**config.mk**
```make
export PLATFORM = sky130hd
export DESIGN_NAME = mips_exe_alu
export DESIGN_NICKNAME = d
export VERILOG_FILES = /design/src/sv/mips_subset_instruction_execute_macros.svh /design/src/sv/mips_exe_pkg.sv /design/src/sv/mips_exe_alu.sv
export SDC_FILE = /design/constraint.sdc
export NUM_CORES = 1
export LEC_CHECK = 0
export BUFFER_PORTS_ARGS = -buffer_cell sky130_fd_sc_hd__buf_2
export CORE_MARGIN = 1.5
export CORE_UTILIZATION = 40
export DETAILED_ROUTE_END_ITERATION = 7
export GPL_TIMING_DRIVEN = 0
export PLACE_DENSITY = 0.64
export SYNTH_ARGS = -nofsm -noshare
export SYNTH_HDL_FRONTEND = slang
export SYNTH_SLANG_ARGS = --single-unit
export TNS_END_PERCENT = 50
```
**constraint.sdc**
```tcl
create_clock -name vclk -period 4.1
set_input_delay 0.205 -clock vclk [all_inputs]
set_output_delay 0.205 -clock vclk [all_outputs]
set_load 0.03 [all_outputs]
```
**src/sv/mips_subset_instruction_execute_macros.svh**
```systemverilog
// ----------------------------------------------------------------------------
// MIPS subset execute assertion macros
// Shared concurrent assertion forms, clocked on clk with reset rst_n.
// ----------------------------------------------------------------------------
`ifndef MIPS_SUBSET_INSTRUCTION_EXECUTE_MACROS_SVH
`define MIPS_SUBSET_INSTRUCTION_EXECUTE_MACROS_SVH

// Same-cycle implication.
`define MIPS_EXE_ASSERT_IMP(lbl, ante, cons, msg) \
  lbl: assert property (@(posedge clk) disable iff (!rst_n) (ante) |-> (cons)) \
    else $error(msg);

// Next-cycle implication.
`define MIPS_EXE_ASSERT_NXT(lbl, ante, cons, msg) \
  lbl: assert property (@(posedge clk) disable iff (!rst_n) (ante) |=> (cons)) \
    else $error(msg);

`endif

```
**src/sv/mips_exe_pkg.sv**
```systemverilog
// ----------------------------------------------------------------------------
// MIPS subset execute package
// Opcode and function codes, register file geometry and the execute result.
// ----------------------------------------------------------------------------
package mips_exe_pkg;

  localparam int RF_DEPTH = 32;
  localparam int RF_IDX_W = 5;

  localparam logic [5:0] OP_RTYPE = 6'd0;
  localparam logic [5:0] OP_J     = 6'd2;
  localparam logic [5:0] OP_BEQ   = 6'd4;
  localparam logic [5:0] OP_BNE   = 6'd5;
  localparam logic [5:0] OP_ADDI  = 6'd8;
  localparam logic [5:0] OP_SLTI  = 6'd10;
  localparam logic [5:0] OP_ANDI  = 6'd12;
  localparam logic [5:0] OP_ORI   = 6'd13;
  localparam logic [5:0] OP_LUI   = 6'd15;
  localparam logic [5:0] OP_LW    = 6'd35;
  localparam logic [5:0] OP_SW    = 6'd43;

  localparam logic [5:0] FN_ADD = 6'd32;
  localparam logic [5:0] FN_SUB = 6'd34;
  localparam logic [5:0] FN_AND = 6'd36;
  localparam logic [5:0] FN_OR  = 6'd37;
  localparam logic [5:0] FN_SLT = 6'd42;

  typedef struct packed {
    logic [31:0]         next_pc;
    logic                unknown;
    logic                reg_we;
    logic [RF_IDX_W-1:0] reg_idx;
    logic [31:0]         reg_val;
    logic                is_load;
    logic                mem_we;
    logic [31:0]         mem_addr;
    logic [31:0]         mem_data;
  } ex_result_t;

endpackage

```
**src/sv/mips_exe_alu.sv**
```systemverilog
// ----------------------------------------------------------------------------
// MIPS subset execute unit
// Decodes one instruction and computes next pc, register and memory effects.
// ----------------------------------------------------------------------------
module mips_exe_alu
  import mips_exe_pkg::*;
(
  input  logic [31:0] instr,
  input  logic [31:0] pc,
  input  logic [31:0] opa,
  input  logic [31:0] opb,
  output ex_result_t  res
);

  logic [5:0]          op;
  logic [5:0]          fn;
  logic [RF_IDX_W-1:0] rt;
  logic [RF_IDX_W-1:0] rd;
  logic [31:0]         uimm;
  logic [31:0]         simm;
  logic [31:0]         pc4;
  logic [31:0]         br_pc;
  logic [31:0]         ea;
  ex_result_t          r;

  assign op    = instr[31:26];
  assign fn    = instr[5:0];
  assign rt    = instr[20:16];
  assign rd    = instr[15:11];
  assign uimm  = {16'd0, instr[15:0]};
  assign simm  = {{16{instr[15]}}, instr[15:0]};
  assign pc4   = pc + 32'd4;
  assign br_pc = pc4 + {simm[29:0], 2'b00};
  assign ea    = opa + simm;

  always_comb begin
    r          = '0;
    r.next_pc  = pc4;
    if (instr != 32'd0) begin
      case (op)
        OP_RTYPE: begin
          r.reg_we  = 1'b1;
          r.reg_idx = rd;
          case (fn)
            FN_ADD:  r.reg_val = opa + opb;
            FN_SUB:  r.reg_val = opa - opb;
            FN_AND:  r.reg_val = opa & opb;
            FN_OR:   r.reg_val = opa | opb;
            FN_SLT:  r.reg_val = {31'd0, $signed(opa) < $signed(opb)};
            default: begin
              r.reg_we  = 1'b0;
              r.unknown = 1'b1;
            end
          endcase
        end
        OP_ADDI: begin
          r.reg_we  = 1'b1;
          r.reg_idx = rt;
          r.reg_val = ea;
        end
        OP_ANDI: begin
          r.reg_we  = 1'b1;
          r.reg_idx = rt;
          r.reg_val = opa & uimm;
        end
        OP_ORI: begin
          r.reg_we  = 1'b1;
          r.reg_idx = rt;
          r.reg_val = opa | uimm;
        end
        OP_SLTI: begin
          r.reg_we  = 1'b1;
          r.reg_idx = rt;
          r.reg_val = {31'd0, $signed(opa) < $signed(simm)};
        end
        OP_LUI: begin
          r.reg_we  = 1'b1;
          r.reg_idx = rt;
          r.reg_val = {instr[15:0], 16'd0};
        end
        OP_LW: begin
          r.reg_we   = 1'b1;
          r.reg_idx  = rt;
          r.is_load  = 1'b1;
          r.mem_addr = ea;
        end
        OP_SW: begin
          r.mem_we   = 1'b1;
          r.mem_addr = ea;
          r.mem_data = opb;
        end
        OP_BEQ: begin
          if (opa == opb) begin
            r.next_pc = br_pc;
          end
        end
        OP_BNE: begin
          if (opa != opb) begin
            r.next_pc = br_pc;
          end
        end
        OP_J: begin
          r.next_pc = {4'd0, instr[25:0], 2'b00};
        end
        default: begin
          r.unknown = 1'b1;
        end
      endcase
    end
    // drop writes aimed at register zero
    if (!r.reg_we || r.reg_idx == '0) begin
      r.reg_we  = 1'b0;
      r.reg_idx = '0;
      r.reg_val = '0;
      r.is_load = 1'b0;
    end
    res = r;
  end

endmodule

```
# After elaboration in Yosys (flattened, before gate mapping)
# Index checks and enable logic that the tools add are counted.
# totals
latch_bits,0
mem_count,0
romBits,0
mem_bits_rw,0
wordCells,51
input_bits,128
register_bits,0
# classes
n_div,0
n_reduce_logical,9
mul,0
muxes,14
order_cmp,2
n_eq_ne,17
shift,0
bitwise,4
n_addsub,5
# op_table
operator,count
32-bit case mux with 6 select lines,1
32-bit case mux with 5 select lines,1
137-bit two-way mux,1
32-bit two-way mux,4
32-bit adder,3
32-bit case mux with 3 select lines,1
6-bit equality test (second input constant),7
39-bit two-way mux,1
32-bit by 3-bit adder with 32-bit output (second input constant),1
32-bit by 16-bit bitwise AND with 32-bit output,1
32-bit bitwise AND,1
32-bit equality test,1
32-bit by 16-bit < comparator with 1-bit output,1
32-bit < comparator,1
32-bit != test,1
32-bit by 16-bit bitwise OR with 32-bit output,1
32-bit bitwise OR,1
32-bit nonzero test,1
32-bit subtractor,1
6-bit by 4-bit equality test with 1-bit output (second input constant),5
6-bit by 3-bit equality test with 1-bit output (second input constant),2
6-bit case mux with 2 select lines,1
10-bit OR reduction,1
6-bit by 2-bit equality test with 1-bit output (second input constant),1
other kinds (10),11

# Logic depth before layout (Yosys ltp)
# depth
depth_word,8
ltp_mapped,18
mapped_depth_nobuf,18

# Least setup slack after synthesis
# Ideal clock, no wire load.
# synth_timing
path_kind,input -> output
start,in pc[5]
end,out res[133] in the netlist's numbering
cell_stages,17
setup_slack_ps,265
t_arrival_ps,3630
required_ps,3895
path_cell_list,nand4_1 -> nor3_1 -> nand3_1 -> nor2_1 -> nand3_1 -> xnor2_1 -> ha_1 -> a21o_1 -> a21o_1 -> a21o_1 -> a21o_1 -> a21oi_1 -> nor2b_1 -> o21a_1 -> a211oi_1 -> xnor2_1 -> o21ai_0
# synth_lines
item,line,text
start: declaration,mips_exe_alu.sv:9,"input logic [31:0] pc,"
end: declaration,mips_exe_alu.sv:12,output ex_result_t res

==> out/results.ini <==
[status]
status=completed

[min_path]
hp-class=in2out

[critical_path]
cp.required_ns=3.89
cp.arrival_ns=3.89
startpoint_type=input pin
critPathKind=in2out
end_kind=output pin
path_max_fanout=7

[finish]
nFlopsAndLatches=0
clkbuf_count=0
seqCellArea_sq_um=0
area_growth_pct=19.0
design_area_sq_mm=0.0135
fin_nets=2332
antenna_cells=0
drive_above_1_share_pct=18.0

[sta]
hold_viol=0
relSlewSlack_pct=25.8
fmax_mhz=244
slew_viol_final=0
finalCriticalPeriod_ns=4.09
rsz0062_at_grt=yes
worst_slew_pin_slew_ns=1.10
fin_crit_sh_pct=99.8
setup_viol=0

[drt]
drtAntennaViolNets=0
drt_pass1_iterations=6
routed_wl_um=56300
via_per_inst=6.35
drc=0
num_vias=15059
drtIter0Drc=1449
wl_per_cell_um=23.7

[floorplanning]
die_w_um=171
die_y_um=171
fp-row-count=61
io_pins=265
dieArea_sq_mm=0.0293
initial_core_util_pct=40.7
core_area_sq_mm=0.0279

[synthesis]
synth-simple-area-share_pct=22.7
synth_most_common_cell=ha_1
syn-cell-area_sq_mm=0.0113
ys_warn_count=0
ys_types=85
synth_xor_area_share_pct=6.88
synth_fa_ha_area_share_pct=23.4
synth_seq_area_share_pct=0
synth.largest_area_cell=ha_1
synth_cells=1719
synthMuxAreaShare_pct=1.69
syn_avg_cell_area_sq_um=6.59
synth_area_leaders=ha_1, a21oi_1, nor2_1, xnor2_1, inv_1
synth_compound_area_share_pct=36.8
synth_top_area_share_pct=22.6
synthTopCellsByCount=ha_1, nor2_1, a21oi_1, inv_1, o21ai_0
synth_top_family_by_area=compound AO/OA/AOI/OAI gates
synth_fp_nets=2056

[power]
finalPower_uw=1760
p_int_uw=608
p_clk_share_pct=0
p_leak_uw=0.00625
p_switching_uw=1150
seqPwrFrac_pct=0
power_density_mw_per_mm2=130
power.share.switching_pct=65.4
vdd_ir_drop_max_mv=0.0662
comb_power_share_pct=100.0

[grt]
antenna_found_initial=0
grt_first_pass_wirelength_um=82000
grt_usage_pct=36.5
grt_max_degree=37
gr-total-overflow=0
grt_pass1_vias=13793

[flow_run]
maxCapViolations=0

[placed_design]
globalplace.congestion=1.02
dp_hpwl_um=45900
io_buffers=262
postPlaceCellArea_sq_mm=0.0131

-- power groups by stage --
stage | combinational [uW] | sequential, uW | clock [uW]
6_report | 1760 | 0 | 0
5_1_grt | 1880 | 0 | 0
4_1_cts | 1670 | 0 | 0
3_5_place_dp | 1640 | 0 | 0
3_3_place_gp | 1640 | 0 | 0
2_1_floorplan | 1110 | 0 | 0
-- layout make-up --
class / instances / area (sq um)
inverters: 156 / 596
fillers: 2959 / 14400
repair buffers: 276 / 1430
multi-input cells: 1469 / 10600
plain buffers: 92 / 380
well taps: 378 / 473
-- routing by layer --
metal | vias to the layer above | share of wire, % | GRT usage (%)
met2 | 970 | 43 | 58.9
met1 | 7052 | 40 | 47.4
met3 | 179 | 11 | 6.26
met5 | - | 0 | 0
li1 | 6858 | - | -
met4 | 0 | 5.3 | 16.6
-- cell families (layout without fill, tap and decap cells) --
kind of cell,after synthesis,in the layout
simple gates,538,538
buf+inv,250,524
fa+ha+maj,209,209
mux,19,19
xor+xnor,89,89
compound gates,614,614
-- worst paths after layout --
kind                 from        to  slack, ns  cells after the start
hold / removal      pc[1]  res[106]       0.78                      3
setup / recovery  opa[11]   res[96]      0.007                     16
-- stage by stage --
step	util [%]	hold slack (ns)	cells	setup slack, ns	TNS (ns)
floorplan	-	0.597	1719	0.265	0
global placement	47.1	0.779	2359	-0.551	-9.24
detailed placement	47.1	0.779	2359	-0.542	-7.72
CTS	47.5	0.781	2362	0.00750	0
global route	48.4	0.788	2371	-0.109	-0.185
finish	48.4	0.781	2371	0.00654	0
-- cells in the final DEF (no fill, tap or decap), types with 34 or more instances in the layout --
cell | synthesis | layout
buf_2 | 7 | 266
ha_1 | 205 | 203
xnor2_1 | 69 | 68
nor3_1 | 71 | 67
inv_1 | 153 | 150
a21oi_1 | 153 | 147
o21ai_0 | 98 | 97
nand3_1 | 37 | 34
a21o_1 | 42 | 42
nor2_1 | 187 | 185
nand2_1 | 97 | 97
clkbuf_1 | 77 | 71
-- critical path: stages --
cell,delay [ns]
buf_2,0.20
inv_1,0.16
ha_1,0.43
or3_4,0.42
o21bai_1,0.20
a31oi_2,0.24
a311oi_2,0.08
buf_4,0.18
o211ai_1,0.15
buf_4,0.17
a41oi_2,0.19
o21ai_0,0.26
a31oi_1,0.12
or3_1,0.39
a31oi_2,0.27
buf_4,0.21
-- timing repair --
| action | 4_1_cts | 5_1_grt |
|---|---|---|
| buffers inserted | 3 | 10 |
| setup endpoints to repair | 44 | 44 |
| pin swaps | 3 | 7 |
| endpoints found under the hold margin | 0 | 0 |
| gates resized for setup | 20 | 40 |
| hold buffers | 0 | 0 |
Note: power is estimated with default switching activity, not from simulation.
